$ cat src/hw/rtl/maps_pkg.sv
// Shared types, codes and constants for the multi-actuator position sequencer.
// Used by every module in hw/rtl; depends on nothing.
`timescale 1ns / 1ps
`default_nettype none
package maps_pkg;

  localparam int MOTORS_DEF = 5;
  localparam int MAX_STROKE_DEF = 600;
  localparam logic [31:0] HOME_LIMIT_MS = 32'd200000;
  localparam logic [32:0] HOME_MOTION_PULSES = 33'd3;
  localparam logic [32:0] WRAP_LIMIT = 33'd30000;

  typedef enum logic [1:0] {
    FN_TICK   = 2'd0,
    FN_SAMPLE = 2'd1,
    FN_MOVE   = 2'd2,
    FN_HOME   = 2'd3
  } func_t;

  typedef enum logic [2:0] {
    MD_IDLE    = 3'd0,
    MD_MOVING  = 3'd1,
    MD_HOMING  = 3'd2,
    MD_SETTLED = 3'd3,
    MD_FAULT   = 3'd4
  } mode_t;

  localparam logic [2:0] REG_PPMM      = 3'd0;
  localparam logic [2:0] REG_STOP      = 3'd1;
  localparam logic [2:0] REG_REARM     = 3'd2;
  localparam logic [2:0] REG_TIMEOUT   = 3'd3;
  localparam logic [2:0] REG_STALL_WIN = 3'd4;
  localparam logic [2:0] REG_STALL_MIN = 3'd5;
  localparam logic [2:0] REG_GRACE     = 3'd6;
  localparam logic [2:0] REG_SETTLE    = 3'd7;

  // One classified command handed from the front end to the executor.
  typedef struct packed {
    func_t        func;
    logic [2:0]   motor;
    logic         ignored;
    logic [31:0]  raw_count;
    logic         narrow;
    logic [11:0]  target_mm;  // already clamped
    logic [15:0]  start_delay;
  } cmd_t;

  typedef struct packed {
    logic [15:0] ppmm;
    logic [15:0] stop_tol;
    logic [15:0] rearm_tol;
    logic [21:0] timeout;
    logic [15:0] stall_win;
    logic [15:0] stall_min;
    logic [15:0] grace;
    logic [15:0] settle;
  } cfg_t;

  typedef enum logic [1:0] {
    EX_IDLE  = 2'd0,
    EX_MUL   = 2'd1,
    EX_EMIT  = 2'd2
  } ex_state_t;

endpackage
`default_nettype wire

$ cat src/hw/rtl/maps_front.sv
// Front end: accepts input transactions, clamps move targets, flags bad motor
// indexes, and queues commands for the executor. Depends on maps_pkg.
`timescale 1ns / 1ps
`default_nettype none
module maps_front #(
  parameter int MOTORS = maps_pkg::MOTORS_DEF,
  parameter int MAX_STROKE_MM = maps_pkg::MAX_STROKE_DEF
) (
  input  wire logic          clk,
  input  wire logic          rst_n,
  input  wire logic          in_valid,
  output logic               in_ready,
  input  wire logic [1:0]    func,
  input  wire logic [2:0]    motor,
  input  wire logic [31:0]   raw_count,
  input  wire logic          narrow,
  input  wire logic [15:0]   target_mm,
  input  wire logic [15:0]   start_delay,
  output logic               cmd_valid,
  input  wire logic          cmd_ready,
  output maps_pkg::cmd_t     cmd
);
  localparam int DEPTH = 2;
  maps_pkg::cmd_t q_r [DEPTH];
  logic [1:0] cnt_r, cnt_nxt;
  logic       wp_r, wp_nxt, rp_r, rp_nxt;
  maps_pkg::cmd_t c;
  logic push, pop;

  always_comb begin
    c.func      = maps_pkg::func_t'(func);
    c.motor     = motor;
    c.ignored   = (func != maps_pkg::FN_TICK) && ({29'd0, motor} >= MOTORS);
    c.raw_count = raw_count;
    c.narrow    = narrow;
    if (target_mm[15]) c.target_mm = 12'd0;
    else if ({16'd0, target_mm} > MAX_STROKE_MM) c.target_mm = 12'(MAX_STROKE_MM);
    else c.target_mm = target_mm[11:0];
    c.start_delay = start_delay;
  end

  assign in_ready  = (cnt_r != 2'(DEPTH));
  assign push      = in_valid && in_ready;
  assign cmd_valid = (cnt_r != 2'd0);
  assign pop       = cmd_valid && cmd_ready;
  assign cmd       = q_r[rp_r];

  always_comb begin
    wp_nxt  = push ? ~wp_r : wp_r;
    rp_nxt  = pop ? ~rp_r : rp_r;
    cnt_nxt = cnt_r + {1'b0, push} - {1'b0, pop};
  end

  always_ff @(posedge clk) begin
    if (!rst_n) begin
      cnt_r <= 2'd0; wp_r <= 1'b0; rp_r <= 1'b0;
    end else begin
      cnt_r <= cnt_nxt; wp_r <= wp_nxt; rp_r <= rp_nxt;
    end
    if (push) q_r[wp_r] <= c;
  end
endmodule
`default_nettype wire

$ cat src/hw/rtl/maps_exec.sv
// Executor: holds per-motor state and the millisecond clock, carries out one
// queued command at a time and emits its results. Depends on maps_pkg.
`timescale 1ns / 1ps
`default_nettype none
module maps_exec #(
  parameter int MOTORS = maps_pkg::MOTORS_DEF
) (
  input  wire logic          clk,
  input  wire logic          rst_n,
  input  wire maps_pkg::cfg_t cfg,
  input  wire logic          cmd_valid,
  output logic               cmd_ready,
  input  wire maps_pkg::cmd_t cmd,
  output logic               out_valid,
  input  wire logic          out_ready,
  output logic [2:0]         o_motor,
  output logic               o_fwd,
  output logic               o_rev,
  output logic [2:0]         o_state,
  output logic [31:0]        o_pos,
  output logic               o_ign,
  output logic               o_last
);
  localparam int IW = (MOTORS > 1) ? $clog2(MOTORS) : 1;

  logic [31:0] clock_r, clock_nxt;
  logic [31:0] cnt_r [MOTORS];
  logic [31:0] raw_r [MOTORS];
  logic [17:0] tgt_r [MOTORS];
  maps_pkg::mode_t mode_r [MOTORS];
  logic [31:0] st_r [MOTORS];
  logic [31:0] rp_r [MOTORS];
  logic [31:0] rt_r [MOTORS];
  logic [1:0]  dl_r [MOTORS];

  maps_pkg::ex_state_t st_q, st_nxt;
  maps_pkg::cmd_t cur_r;
  logic [IW-1:0] idx_r, idx_nxt;
  logic [27:0] prod_r;
  logic [IW-1:0] m;

  // Output register.
  logic        ov_r;
  logic [2:0]  om_r, os_r;
  logic        of_r, orv_r, oi_r, ol_r;
  logic [31:0] op_r;

  assign m = cur_r.func == maps_pkg::FN_TICK ? idx_r : IW'(cur_r.motor);

  // Per-motor tick rules on the selected motor.
  logic [31:0] el, sdt;
  logic signed [32:0] err, mvd;
  logic [32:0] aerr, amvd;
  logic [31:0] n_cnt, n_rp, n_rt, n_st;
  logic [17:0] n_tgt;
  maps_pkg::mode_t n_mode;
  logic [1:0] n_dl;
  logic [31:0] cur32, dif;
  logic signed [32:0] dsx;
  logic [31:0] sched;

  always_comb begin
    el   = clock_r - st_r[m];
    sdt  = clock_r - rt_r[m];
    err  = $signed({15'd0, tgt_r[m]}) - $signed({cnt_r[m][31], cnt_r[m]});
    mvd  = $signed({cnt_r[m][31], cnt_r[m]}) - $signed({rp_r[m][31], rp_r[m]});
    aerr = err[32] ? 33'(-err) : 33'(err);
    amvd = mvd[32] ? 33'(-mvd) : 33'(mvd);
    n_cnt = cnt_r[m]; n_rp = rp_r[m]; n_rt = rt_r[m]; n_st = st_r[m];
    n_tgt = tgt_r[m]; n_mode = mode_r[m]; n_dl = dl_r[m];
    if ((mode_r[m] == maps_pkg::MD_MOVING || mode_r[m] == maps_pkg::MD_HOMING) && el[31]) begin
      n_dl = 2'b00;
    end else begin
      unique case (mode_r[m])
        maps_pkg::MD_MOVING: begin
          if (aerr <= {17'd0, cfg.stop_tol}) begin
            n_dl = 2'b00; n_mode = maps_pkg::MD_SETTLED;
          end else if (el > {10'd0, cfg.timeout}) begin
            n_dl = 2'b00; n_mode = maps_pkg::MD_FAULT;
          end else if (amvd >= {17'd0, cfg.stall_min}) begin
            n_rp = cnt_r[m]; n_rt = clock_r; n_dl = err[32] ? 2'b01 : 2'b10;
          end else if (sdt > {16'd0, cfg.stall_win}) begin
            n_dl = 2'b00; n_mode = maps_pkg::MD_FAULT;
          end else begin
            n_dl = err[32] ? 2'b01 : 2'b10;
          end
        end
        maps_pkg::MD_HOMING: begin
          if (amvd > maps_pkg::HOME_MOTION_PULSES) begin
            n_rp = cnt_r[m]; n_rt = clock_r;
          end else if (el <= {16'd0, cfg.grace}) begin
            n_rt = clock_r;
          end
          if (el > {16'd0, cfg.grace} && (clock_r - n_rt) > {16'd0, cfg.settle}) begin
            n_dl = 2'b00; n_cnt = 32'd0; n_tgt = 18'd0; n_mode = maps_pkg::MD_SETTLED;
          end else if (el > maps_pkg::HOME_LIMIT_MS) begin
            n_dl = 2'b00; n_mode = maps_pkg::MD_FAULT;
          end else begin
            n_dl = 2'b01;
          end
        end
        maps_pkg::MD_SETTLED: begin
          if (aerr > {17'd0, cfg.rearm_tol}) begin
            n_mode = maps_pkg::MD_MOVING; n_st = clock_r; n_rp = cnt_r[m]; n_rt = clock_r;
          end else begin
            n_dl = 2'b00;
          end
        end
        default: n_dl = 2'b00;
      endcase
    end
    // Encoder wrap extension.
    cur32 = cur_r.narrow ? {{16{cur_r.raw_count[15]}}, cur_r.raw_count[15:0]}
                         : cur_r.raw_count;
    dif = cur32 - raw_r[m];
    dsx = $signed({dif[31], dif});
    if (cur_r.narrow && dsx > $signed(maps_pkg::WRAP_LIMIT)) dif = dif - 32'd65536;
    else if (cur_r.narrow && dsx < -$signed(maps_pkg::WRAP_LIMIT)) dif = dif + 32'd65536;
    sched = clock_r + {16'd0, cur_r.start_delay};
  end

  assign cmd_ready = (st_q == maps_pkg::EX_IDLE);

  logic emit_go, exec_now;
  always_comb begin
    st_nxt = st_q; idx_nxt = idx_r; clock_nxt = clock_r;
    emit_go = 1'b0; exec_now = 1'b0;
    unique case (st_q)
      maps_pkg::EX_IDLE: if (cmd_valid) begin
        st_nxt = maps_pkg::EX_MUL; idx_nxt = '0;
        if (cmd.func == maps_pkg::FN_TICK) clock_nxt = clock_r + 32'd1;
      end
      maps_pkg::EX_MUL: st_nxt = maps_pkg::EX_EMIT;
      maps_pkg::EX_EMIT: if (!ov_r || out_ready) begin
        exec_now = 1'b1; emit_go = 1'b1;
        if (cur_r.func == maps_pkg::FN_TICK && {{(32-IW){1'b0}}, idx_r} != 32'(MOTORS - 1))
          idx_nxt = idx_r + IW'(1);
        else st_nxt = maps_pkg::EX_IDLE;
      end
      default: st_nxt = maps_pkg::EX_IDLE;
    endcase
  end

  always_ff @(posedge clk) begin
    if (!rst_n) begin
      st_q <= maps_pkg::EX_IDLE; idx_r <= '0; clock_r <= 32'd0; ov_r <= 1'b0;
      for (int i = 0; i < MOTORS; i++) begin
        cnt_r[i] <= '0; raw_r[i] <= '0; tgt_r[i] <= '0; mode_r[i] <= maps_pkg::MD_IDLE;
        st_r[i] <= '0; rp_r[i] <= '0; rt_r[i] <= '0; dl_r[i] <= '0;
      end
    end else begin
      st_q <= st_nxt; idx_r <= idx_nxt; clock_r <= clock_nxt;
      ov_r <= emit_go || (ov_r && !out_ready);
      if (exec_now && !cur_r.ignored) begin
        unique case (cur_r.func)
          maps_pkg::FN_TICK: begin
            cnt_r[m] <= n_cnt; rp_r[m] <= n_rp; rt_r[m] <= n_rt; st_r[m] <= n_st;
            tgt_r[m] <= n_tgt; mode_r[m] <= n_mode; dl_r[m] <= n_dl;
          end
          maps_pkg::FN_SAMPLE: if (dif != 32'd0) begin
            cnt_r[m] <= cnt_r[m] + dif; raw_r[m] <= cur32;
          end
          maps_pkg::FN_MOVE: begin
            tgt_r[m] <= prod_r[25:8]; mode_r[m] <= maps_pkg::MD_MOVING;
            st_r[m] <= sched; rp_r[m] <= cnt_r[m]; rt_r[m] <= sched;
          end
          default: begin
            mode_r[m] <= maps_pkg::MD_HOMING;
            st_r[m] <= sched; rp_r[m] <= cnt_r[m]; rt_r[m] <= sched;
          end
        endcase
      end
    end
    if (cmd_valid && cmd_ready) cur_r <= cmd;
    if (st_q == maps_pkg::EX_MUL) prod_r <= cur_r.target_mm * cfg.ppmm;
    if (emit_go) begin
      ol_r <= (cur_r.func != maps_pkg::FN_TICK) ||
              ({{(32-IW){1'b0}}, idx_r} == 32'(MOTORS - 1));
      if (cur_r.ignored) begin
        om_r <= cur_r.motor; of_r <= 1'b0; orv_r <= 1'b0; os_r <= 3'd0;
        op_r <= 32'd0; oi_r <= 1'b1;
      end else begin
        om_r <= 3'(m); oi_r <= 1'b0;
        unique case (cur_r.func)
          maps_pkg::FN_TICK: begin
            of_r <= n_dl[0]; orv_r <= n_dl[1]; os_r <= n_mode; op_r <= n_cnt;
          end
          maps_pkg::FN_SAMPLE: begin
            of_r <= dl_r[m][0]; orv_r <= dl_r[m][1]; os_r <= mode_r[m];
            op_r <= cnt_r[m] + dif;
          end
          maps_pkg::FN_MOVE: begin
            of_r <= dl_r[m][0]; orv_r <= dl_r[m][1]; os_r <= maps_pkg::MD_MOVING;
            op_r <= cnt_r[m];
          end
          default: begin
            of_r <= dl_r[m][0]; orv_r <= dl_r[m][1]; os_r <= maps_pkg::MD_HOMING;
            op_r <= cnt_r[m];
          end
        endcase
      end
    end
  end

  assign out_valid = ov_r;
  assign o_motor = om_r; assign o_fwd = of_r; assign o_rev = orv_r;
  assign o_state = os_r; assign o_pos = op_r; assign o_ign = oi_r; assign o_last = ol_r;
endmodule
`default_nettype wire

$ cat src/hw/rtl/multi_actuator_position_sequencer.sv
// Top level of the multi-actuator position sequencer: configuration registers,
// front end and executor. Depends on maps_pkg, maps_front and maps_exec.
`timescale 1ns / 1ps
`default_nettype none
// A tick transaction yields one result per motor in index order, the last with
// tlast; any other transaction yields one result for its motor. The executor
// sets up an item in its EX_MUL state, then emits one result per cycle in
// EX_EMIT while the output is not stalled, using the single shared per-motor
// rule unit. A two-entry queue lets new transactions be accepted while one executes.
module multi_actuator_position_sequencer #(
  parameter int MOTORS = maps_pkg::MOTORS_DEF,
  parameter int MAX_STROKE_MM = maps_pkg::MAX_STROKE_DEF
) (
  input  wire logic        clk,
  input  wire logic        rst_n,
  input  wire logic        cfg_we,
  input  wire logic [2:0]  cfg_index,
  input  wire logic [21:0] cfg_wdata,
  input  wire logic        in_tvalid,
  output logic             in_tready,
  // motor[2:0], raw_count[34:3], narrow_counter[35], target_mm[51:36],
  // start_delay[67:52], zero pad to 72
  input  wire logic [71:0] in_tdata,
  input  wire logic [1:0]  in_tuser,   // func[1:0]
  output logic             out_tvalid,
  input  wire logic        out_tready,
  // motor_id[2:0], drive_fwd[3], drive_rev[4], motor_state[7:5], position[39:8]
  output logic [39:0]      out_tdata,
  output logic             out_tuser,  // ignored
  output logic             out_tlast
);
  maps_pkg::cfg_t cfg_r;
  always_ff @(posedge clk) begin
    if (!rst_n) begin
      cfg_r.ppmm <= 16'd20462; cfg_r.stop_tol <= 16'd20; cfg_r.rearm_tol <= 16'd60;
      cfg_r.timeout <= 22'd200000; cfg_r.stall_win <= 16'd1500; cfg_r.stall_min <= 16'd10;
      cfg_r.grace <= 16'd3000; cfg_r.settle <= 16'd1200;
    end else if (cfg_we) begin
      unique case (cfg_index)
        maps_pkg::REG_PPMM:      cfg_r.ppmm <= cfg_wdata[15:0];
        maps_pkg::REG_STOP:      cfg_r.stop_tol <= cfg_wdata[15:0];
        maps_pkg::REG_REARM:     cfg_r.rearm_tol <= cfg_wdata[15:0];
        maps_pkg::REG_TIMEOUT:   cfg_r.timeout <= cfg_wdata;
        maps_pkg::REG_STALL_WIN: cfg_r.stall_win <= cfg_wdata[15:0];
        maps_pkg::REG_STALL_MIN: cfg_r.stall_min <= cfg_wdata[15:0];
        maps_pkg::REG_GRACE:     cfg_r.grace <= cfg_wdata[15:0];
        default:                 cfg_r.settle <= cfg_wdata[15:0];
      endcase
    end
  end

  logic cmd_valid, cmd_ready;
  maps_pkg::cmd_t cmd;

  maps_front #(.MOTORS(MOTORS), .MAX_STROKE_MM(MAX_STROKE_MM)) u_front (
    .clk, .rst_n,
    .in_valid(in_tvalid), .in_ready(in_tready),
    .func(in_tuser), .motor(in_tdata[2:0]), .raw_count(in_tdata[34:3]),
    .narrow(in_tdata[35]), .target_mm(in_tdata[51:36]), .start_delay(in_tdata[67:52]),
    .cmd_valid, .cmd_ready, .cmd
  );

  maps_exec #(.MOTORS(MOTORS)) u_exec (
    .clk, .rst_n, .cfg(cfg_r),
    .cmd_valid, .cmd_ready, .cmd,
    .out_valid(out_tvalid), .out_ready(out_tready),
    .o_motor(out_tdata[2:0]), .o_fwd(out_tdata[3]), .o_rev(out_tdata[4]),
    .o_state(out_tdata[7:5]), .o_pos(out_tdata[39:8]),
    .o_ign(out_tuser), .o_last(out_tlast)
  );
endmodule
`default_nettype wire

$ cat config.mk
export PLATFORM = sky130hd
export DESIGN_NAME = multi_actuator_position_sequencer
export DESIGN_NICKNAME = d
export VERILOG_FILES = /design/src/hw/rtl/maps_pkg.sv /design/src/hw/rtl/maps_front.sv /design/src/hw/rtl/maps_exec.sv /design/src/hw/rtl/multi_actuator_position_sequencer.sv
export SDC_FILE = /design/constraint.sdc
export NUM_CORES = 2
export LEC_CHECK = 0
export BUFFER_PORTS_ARGS = -buffer_cell sky130_fd_sc_hd__clkbuf_2
export CAP_MARGIN = 20
export CORE_ASPECT_RATIO = 0.7
export CORE_MARGIN = 2
export CORE_UTILIZATION = 44
export DETAILED_ROUTE_END_ITERATION = 16
export GPL_TIMING_DRIVEN = 0
export SLEW_MARGIN = 15
export SYNTH_ARGS = -nofsm -noshare
export SYNTH_HDL_FRONTEND = slang
export SYNTH_SLANG_ARGS = --single-unit
$ cat constraint.sdc
create_clock -name clk -period 19.5 [get_ports clk]
set_input_delay 3.9 -clock clk [delete_from_list [all_inputs] [get_ports clk]]
set_output_delay 3.9 -clock clk [all_outputs]
set_load 0.02 [all_outputs]
Word level (Yosys, flattened, before mapping)

Memories as Yosys holds them, arrays and structs flattened. A register that Yosys moved wholly into a read port is not among the register bits.
Index checks and enable logic that the tools add are counted.
Widths: inputs -> output; s select.

Bits in writable memories: 1049
Memories kept: 9
Input port bits: 104
Logic and storage cells: 275
Output and inout port bits: 44
Bits in registers: 311

Memory list:

| memory       | depth | width | rd ports | clocked after Yosys merged registers in | wr ports | line             | source |
|---|---|---|---|---|---|---|---|
| u_exec.cnt_r | 5     | 32    | 1        | 0                                       | 5        | maps_exec.sv:27  | `logic [31:0] cnt_r [MOTORS];` |
| u_exec.raw_r | 5     | 32    | 1        | 0                                       | 5        | maps_exec.sv:28  | `logic [31:0] raw_r [MOTORS];` |
| u_exec.rp_r  | 5     | 32    | 1        | 0                                       | 5        | maps_exec.sv:32  | `logic [31:0] rp_r [MOTORS];` |
| u_exec.rt_r  | 5     | 32    | 1        | 0                                       | 5        | maps_exec.sv:33  | `logic [31:0] rt_r [MOTORS];` |
| u_exec.st_r  | 5     | 32    | 1        | 0                                       | 5        | maps_exec.sv:31  | `logic [31:0] st_r [MOTORS];` |
| u_front.q_r  | 2     | 67    | 1        | 1                                       | 1        | maps_front.sv:24 | `maps_pkg::cmd_t q_r [DEPTH];` |
| +3 memories  | n/a   | n/a   | n/a      | n/a                                     | n/a      | n/a              |  |

Reductions and logical operators: 47
Bitwise operators: 13
Mux-type cells: 125
Multiply operators: 1
$add $sub $neg: 16
Order comparisons: 14
Equality and inequality tests: 20

Operator list:

| operator               | count |
|---|---|
| $mux 32                | 36 |
| $pmux 32 s3            | 2 |
| $reduce_or 32->1       | 5 |
| $sub 32x32->32         | 4 |
| $gt 32x16->1           | 3 |
| $mux 18                | 5 |
| $mux 3                 | 24 |
| $mux 33                | 2 |
| $neg 33->33            | 2 |
| $pmux 32 s2            | 1 |
| $mux 1                 | 36 |
| $ge 33x16->1           | 1 |
| $gt 33x16->1           | 1 |
| $gt 33x2->1 const B    | 1 |
| $le 33x16->1           | 1 |
| $sub 19x32->33         | 1 |
| $sub 32x32->33         | 1 |
| $add 32x1->32 const B  | 1 |
| $add 32x16->32         | 1 |
| $add 32x17->32 const B | 1 |
| $add 32x32->32         | 1 |
| $gt 32x16->1 const B   | 1 |
| $gt 32x18->1 const B   | 1 |
| $gt 32x22->1           | 1 |
| other kinds (38)       | 103 |

Longest topological paths before layout

An unclocked memory read counts as a cell.

Depth after elaboration: 19
Gate-level depth with buffers: 69
Mapped depth without buffers: 58

By module

From an unflattened synthesis, not the netlist that was laid out.

Cell total of the unflattened synthesis: 9506
Area, all modules: 103175.2 µm²

By module, submodules not included:

| module                            | times used | seq. area each (µm²) | cells an instance | area an instance (µm²) |
|---|---|---|---|---|
| maps_exec                         | 1          | 48536.6              | 8762              | 92856.6 |
| maps_front                        | 1          | 4124.0               | 260               | 5223.8 |
| multi_actuator_position_sequencer | 1          | 2682.6               | 484               | 5094.9 |

Worst setup path after synthesis

OpenSTA, ideal clock, no wires.

Kind: register to register
From: register u_exec.cur_r[66] (netlist name)
To: register u_exec.os_r[2] (netlist: u_exec.o_state[2]), data pin
Arrival: 12.748 ns
Buffers on the path: 13
Setup time: 0.207 ns
Stages on the path, launching flop included: 60
Path slack: 6.545 ns
Path through: edfxtp_1 buf_2 o21a_1 nor2_1 buf_4 buf_1 clkbuf_1 clkbuf_1 buf_1 buf_1 clkbuf_1 buf_1 nand2_1 nand3_1 nand3_1 inv_1 ha_1 and2_1 (+24 left out) nor2_1 xnor2_1 ha_1 a21o_1 a21o_1 a21oi_1 o211ai_1 a2111oi_0 o2111ai_1 a2111oi_0 o2111a_1 nand2_1 or3b_2 mux2i_1 nand2_1 and3_1 clkbuf_1 a2111oi_0

Cells in the longest elaborated chain, start to end: 17
Elaborated cells between the ends (all ways): 49
Classes of those cells: add/sub: 7; order compare: 10; eq/ne: 5; mux: 17; reduce/logical: 4; memory: 6

Ends and longest elaborated chain:

| what                            | line                              | source |
|---|---|---|
| start: declaration              | maps_exec.sv:37                   | `maps_pkg::cmd_t cur_r;` |
| start signal: assignment        | maps_exec.sv:174                  | `if (cmd_valid && cmd_ready) cur_r <= cmd;` |
| $logic_not 2->1                 | maps_exec.sv:48, maps_exec.sv:184 |  |
| $mux 3                          | maps_exec.sv:48                   | `assign m = cur_r.func == maps_pkg::FN_TICK ? idx_r : IW'(cur_r.motor);` |
| $mem_v2 5x32 (on tied branches) | n/a                               |  |
| $sub 32x32->33                  | maps_exec.sv:66                   | `mvd = $signed({cnt_r[m][31], cnt_r[m]}) - $signed({rp_r[m][31], rp_r[m]});` |
| $neg 33->33                     | maps_exec.sv:68                   | `amvd = mvd[32] ? 33'(-mvd) : 33'(mvd);` |
| $mux 33                         | maps_exec.sv:68                   |  |
| $gt 33x2->1                     | maps_exec.sv:89                   | `if (amvd > maps_pkg::HOME_MOTION_PULSES) begin` |
| $mux 32                         | maps_exec.sv:89                   |  |
| $mux 32                         | maps_exec.sv:74                   | `unique case (mode_r[m])` |
| $mux 32                         | maps_exec.sv:71                   | `if ((mode_r[m] == maps_pkg::MD_MOVING \|\| mode_r[m] == maps_pkg::MD_HOMING) && el[31]) begin` |
| $sub 32x32->32                  | maps_exec.sv:94                   | `if (el > {16'd0, cfg.grace} && (clock_r - n_rt) > {16'd0, cfg.settle}) begin` |
| $gt 32x16->1                    | maps_exec.sv:94                   |  |
| $logic_and 1x1->1               | maps_exec.sv:94                   |  |
| $mux 3                          | maps_exec.sv:94                   |  |
| $pmux 3 s3                      | maps_exec.sv:74                   |  |
| $mux 3                          | maps_exec.sv:71                   |  |
| $pmux 3 s3 *                    | maps_exec.sv:184                  | `unique case (cur_r.func)` |
| end signal: assignment          | maps_exec.sv:186                  | `of_r <= n_dl[0]; orv_r <= n_dl[1]; os_r <= n_mode; op_r <= n_cnt;` |
| end signal: assignment          | maps_exec.sv:189                  | `of_r <= dl_r[m][0]; orv_r <= dl_r[m][1]; os_r <= mode_r[m];` |
| end signal: assignment          | maps_exec.sv:193                  | `of_r <= dl_r[m][0]; orv_r <= dl_r[m][1]; os_r <= maps_pkg::MD_MOVING;` |
| end: declaration                | maps_exec.sv:44                   | `logic [2:0] om_r, os_r;` |

Every way passes the cells marked *; elsewhere a longest branch is shown, timed or not. The select of a mux whose other input is x is not followed.
A chain may end at the register's enable or synchronous reset.

Worst setup path in the final report

From: register u_exec.cur_r[66] (netlist name)
To: register u_exec.op_r[19] (netlist: u_exec.o_pos[19]), data pin

Cells in the longest elaborated chain, start to end: 17
Elaborated cells between the ends (all ways): 41
Classes of those cells: add/sub: 8; order compare: 6; eq/ne: 3; mux: 12; reduce/logical: 6; memory: 6

Ends and longest elaborated chain:

| what                            | line                              | source |
|---|---|---|
| $logic_not 2->1                 | maps_exec.sv:48, maps_exec.sv:184 |  |
| $mux 3                          | maps_exec.sv:48                   |  |
| $mem_v2 5x32 (on tied branches) | n/a                               |  |
| $sub 32x32->33                  | maps_exec.sv:66                   |  |
| $neg 33->33                     | maps_exec.sv:68                   |  |
| $mux 33                         | maps_exec.sv:68                   |  |
| $gt 33x2->1                     | maps_exec.sv:89                   |  |
| $mux 32                         | maps_exec.sv:89                   |  |
| $mux 32                         | maps_exec.sv:74                   |  |
| $mux 32                         | maps_exec.sv:71                   |  |
| $sub 32x32->32                  | maps_exec.sv:94                   |  |
| $gt 32x16->1                    | maps_exec.sv:94                   |  |
| $logic_and 1x1->1               | maps_exec.sv:94                   |  |
| $mux 32                         | maps_exec.sv:94                   |  |
| $mux 32                         | maps_exec.sv:74                   |  |
| $mux 32                         | maps_exec.sv:71                   |  |
| $pmux 32 s2 *                   | maps_exec.sv:184                  |  |
| end signal: assignment          | maps_exec.sv:186                  |  |
| end signal: assignment          | maps_exec.sv:190                  | `op_r <= cnt_r[m] + dif;` |
| end signal: assignment          | maps_exec.sv:194                  | `op_r <= cnt_r[m];` |
| end: declaration                | maps_exec.sv:46                   | `logic [31:0] op_r;` |

Marked as above.

==> run_results.csv <==
group,metric,value,unit
placed_design,routabilityCongestion,1.01,
synthesis,synthTopCellsByArea,"edfxtp_1 50%, ha_1 4.8%, dfxtp_1 3.4%",
floorplan,die-area,0.237,sq mm
global_route,grt_remaining_overflow,0,
critical_path,endpoint_kind,"register",
detailed_routing,detail-route-antenna-nets,0,
synthesis,synth_cells,9464,
synthesis,ys_types,127,
clock_network,clk_pin_slew,0.06,ns
timing,fmax,51.5,MHz
status,outcome,"finished with violations",
clock_network,cts.htree.levels,4,
synthesis,synth_edf_count,1725,
clock_network,tritoncts,"done",
clock_network,numCtsBuffers,197,
timing,skew,0.0777,ns
synthesis,yosysTopAreaCell,"edfxtp_1",
timing,hold_viol_final,0,
clock_network,clock-root-buffer,"clkbuf_16",
global_route,grt_pass1_vias,78491,
finish,fin_area,0.116,sq mm
placed_design,dpl.hpwl,312000,um
timing,finalCriticalPeriod,19.41,ns
finish,area_growth,12.6,%
critical_path,crit_fanout,10,
synthesis,synthTopCellsByCount,"1,725 x edfxtp_1, 941 x nand2_1, 893 x nor2_1, 618 x a21oi_1, 557 x inv_1",
finish,fillers,20903,
floorplan,fp.coreArea,0.232,sq mm
global_route,antenna_found_initial,33,
clock_network,cts_sinks,1902,
critical_path,crit_arrival,20.01,ns
placed_design,place_area,0.109,sq mm
clock_network,clock_latency,0.93,ns
finish,final_layout_size_suffix_gt1_share,9.39,%
critical_path,path_class,"reg2reg",
floorplan,initial_core_util,44.2,%
detailed_routing,first_iter_violations,14010,
timing,worst_slew_pin_slew,1.54,ns
detailed_routing,routed_wl,422000,um
critical_path,cp.required,20.09,ns
detailed_routing,drc,0,
finish,fin_nets,10521,
timing,hold_ws,0.456,ns
timing,slew-limit-headroom,-2.95,%
timing,fin_crit_sh,99.6,%
timing,setup_viol,0,
synthesis,synth_seq_area_share,53.9,%
placed_design,io_buffers,123,
synthesis,synthMostInstantiatedCell,"edfxtp_1",
floorplan,die_w,581,um
critical_path,cp_slowest_cell,"clkbuf_2",
synthesis,synth-seq-cells,1902,
synthesis,syn_area,0.103,sq mm
floorplan,ios,148,
global_route,grt.total_usage,34.6,%
detailed_routing,dr.pass1.iters,8,
critical_path,setup.worst_path.start_class,"register",
floorplan,die_height,408,um
synthesis,async_reset_ff_share,0,%
critical_path,slowest_delay,0.64,ns
global_route,grt_pass1_wl,587000,um
run,maxCapViolations,1,
clock_network,cts_hold_buffers,0,
detailed_routing,wl_per_cell,32.2,um
detailed_routing,vias_per_cell,6.49,
clock_network,clk_path_buf_depth,4,
synthesis,yosysTopAreaCellShare,50.4,%
synthesis,syn_area_per_cell,10.9,sq um
timing,drv_slew,29,
worst_hold_path,hp-class,"reg2reg",
clock_network,post_cts_buffers,0,
status,violations,"capacitance limit, slew limit",
synthesis,ys.flop_type,"edfxtp_1",
synthesis,yosysWarnings,0,
timing,rsz0062_at_grt,"no",
detailed_routing,vias,85063,
floorplan,rows,148,
global_route,grt_max_degree,53,
area by class of cell:
type                       count  area, sq um  share of cell area [%]
clock inverter               118         1150                   0.994
buffer                       564         2380                    2.06
sequential                  1902        55300                    47.9
antenna                        8         20.0                  0.0173
multi-input combinational   6431        43400                    37.5
clock buffer                 231         5080                    4.39
inverter                     562         2110                    1.83
timing repair buffer         219         2360                    2.04
tap                         3075         3850                    3.33
path summary, 6_finish.rpt:
kind               startpoint          endpoint  slack [ns]  cells past startpoint
max          u_exec.cur_r[66]  u_exec.o_pos[19]        0.09                     61
min                 cfg_r[57]         cfg_r[57]        0.46                      2
max reg2reg  u_exec.cur_r[66]  u_exec.o_pos[19]        0.09                     61
min reg2reg         cfg_r[57]         cfg_r[57]        0.46                      2
cell usage in the layout, fill, tap and decap left out, types with 65 or more instances in the layout:
cell       synthesis  final
nand2_1          941    929
nor3_1           187    183
xor2_1            66     65
nand3_1          171    168
xnor2_1          163    163
nand4_1           85     85
buf_2             46     66
fa_1             146    146
a211oi_1          91     91
dfxtp_1          177    177
o22ai_1          169    169
nor2_1           893    878
inv_1            557    555
ha_1             394    394
o21a_1            79     79
a21oi_1          618    615
nor2b_1          169    168
and2_1            99     99
and3_1           183    182
o211ai_1          91     91
a22oi_1          344    344
a21o_1           117    117
clkbuf_16          0    198
or3_1             80     80
mux2i_1           89     89
edfxtp_1        1725   1725
o21ai_0          215    214
mux2_2            91     91
clkbuf_1         430    407
clkbuf_2          17    187
cell families after synthesis:
family / count (synthesis) / share of synthesized area [%]
buffers and inverters: 1134 / 4.28
multiplexers: 183 / 1.92
flip-flops: 1902 / 53.9
other: 1 / 0.00365
AO/OA/AOI/OAI: 2334 / 15.6
AND/OR/NAND/NOR: 3133 / 14.6
adder cells (fa/ha/maj): 547 / 7.72
XOR/XNOR: 230 / 1.97
metrics by stage:
stage          cells  setup WS [ns]  utilization [%]  TNS (ns)
4_1_cts        13092        0.00504             49.7         0
5_1_grt        13105        0.00869             49.8         0
2_1_floorplan   9467           6.54                -         0
3_5_place_dp   12745          -1.91             47.0   -624.43
6_report       13110         0.0854             49.8         0
3_3_place_gp   12665          -3.06             46.2  -1184.53
flip-flops by register name (all words and copies together), names as in the netlist, 3 cells and up, named ones only:
signal and count:
cfg_r 134, u_exec.clock_r 32, u_exec.cnt_r 256, u_exec.cur_r 67
u_exec.dl_r 16, u_exec.idx_r 3, u_exec.mode_r 24, u_exec.o_motor 3
u_exec.o_pos 32, u_exec.o_state 3, u_exec.prod_r 18, u_exec.raw_r 256
u_exec.rp_r 256, u_exec.rt_r 256, u_exec.st_r 256, u_exec.tgt_r 144
u_front.q_r 134
metal layers:
layer,vias to the layer above,GRT usage (%),part of all wire (%)
met1,42075,50.3,41
met5,-,0.341,0.051
li1,35941,-,-
met4,20,11.5,3.8
met3,773,14.6,17
met2,6254,45.4,39
worst max-delay path: cells and delay by family, from the launching register on:
kind / cells / cell delay [ns]
AO/OA/AOI/OAI: 24 / 6.29
adder cells (fa/ha/maj): 5 / 1.74
multiplexers: 2 / 0.63
flip-flops: 1 / 0.51
buffers and inverters: 12 / 4.12
AND/OR/NAND/NOR: 16 / 5.04
XOR/XNOR: 2 / 0.65
repair_timing:
action,CTS,global route
gates cloned,0,0
setup endpoints to repair,468,468
gates resized for setup,28,64
endpoints found under the hold margin,0,0
Power is left out: the tool's default activity adds up to more than one toggle a clock period on the data nets, which glitch-free logic cannot reach.
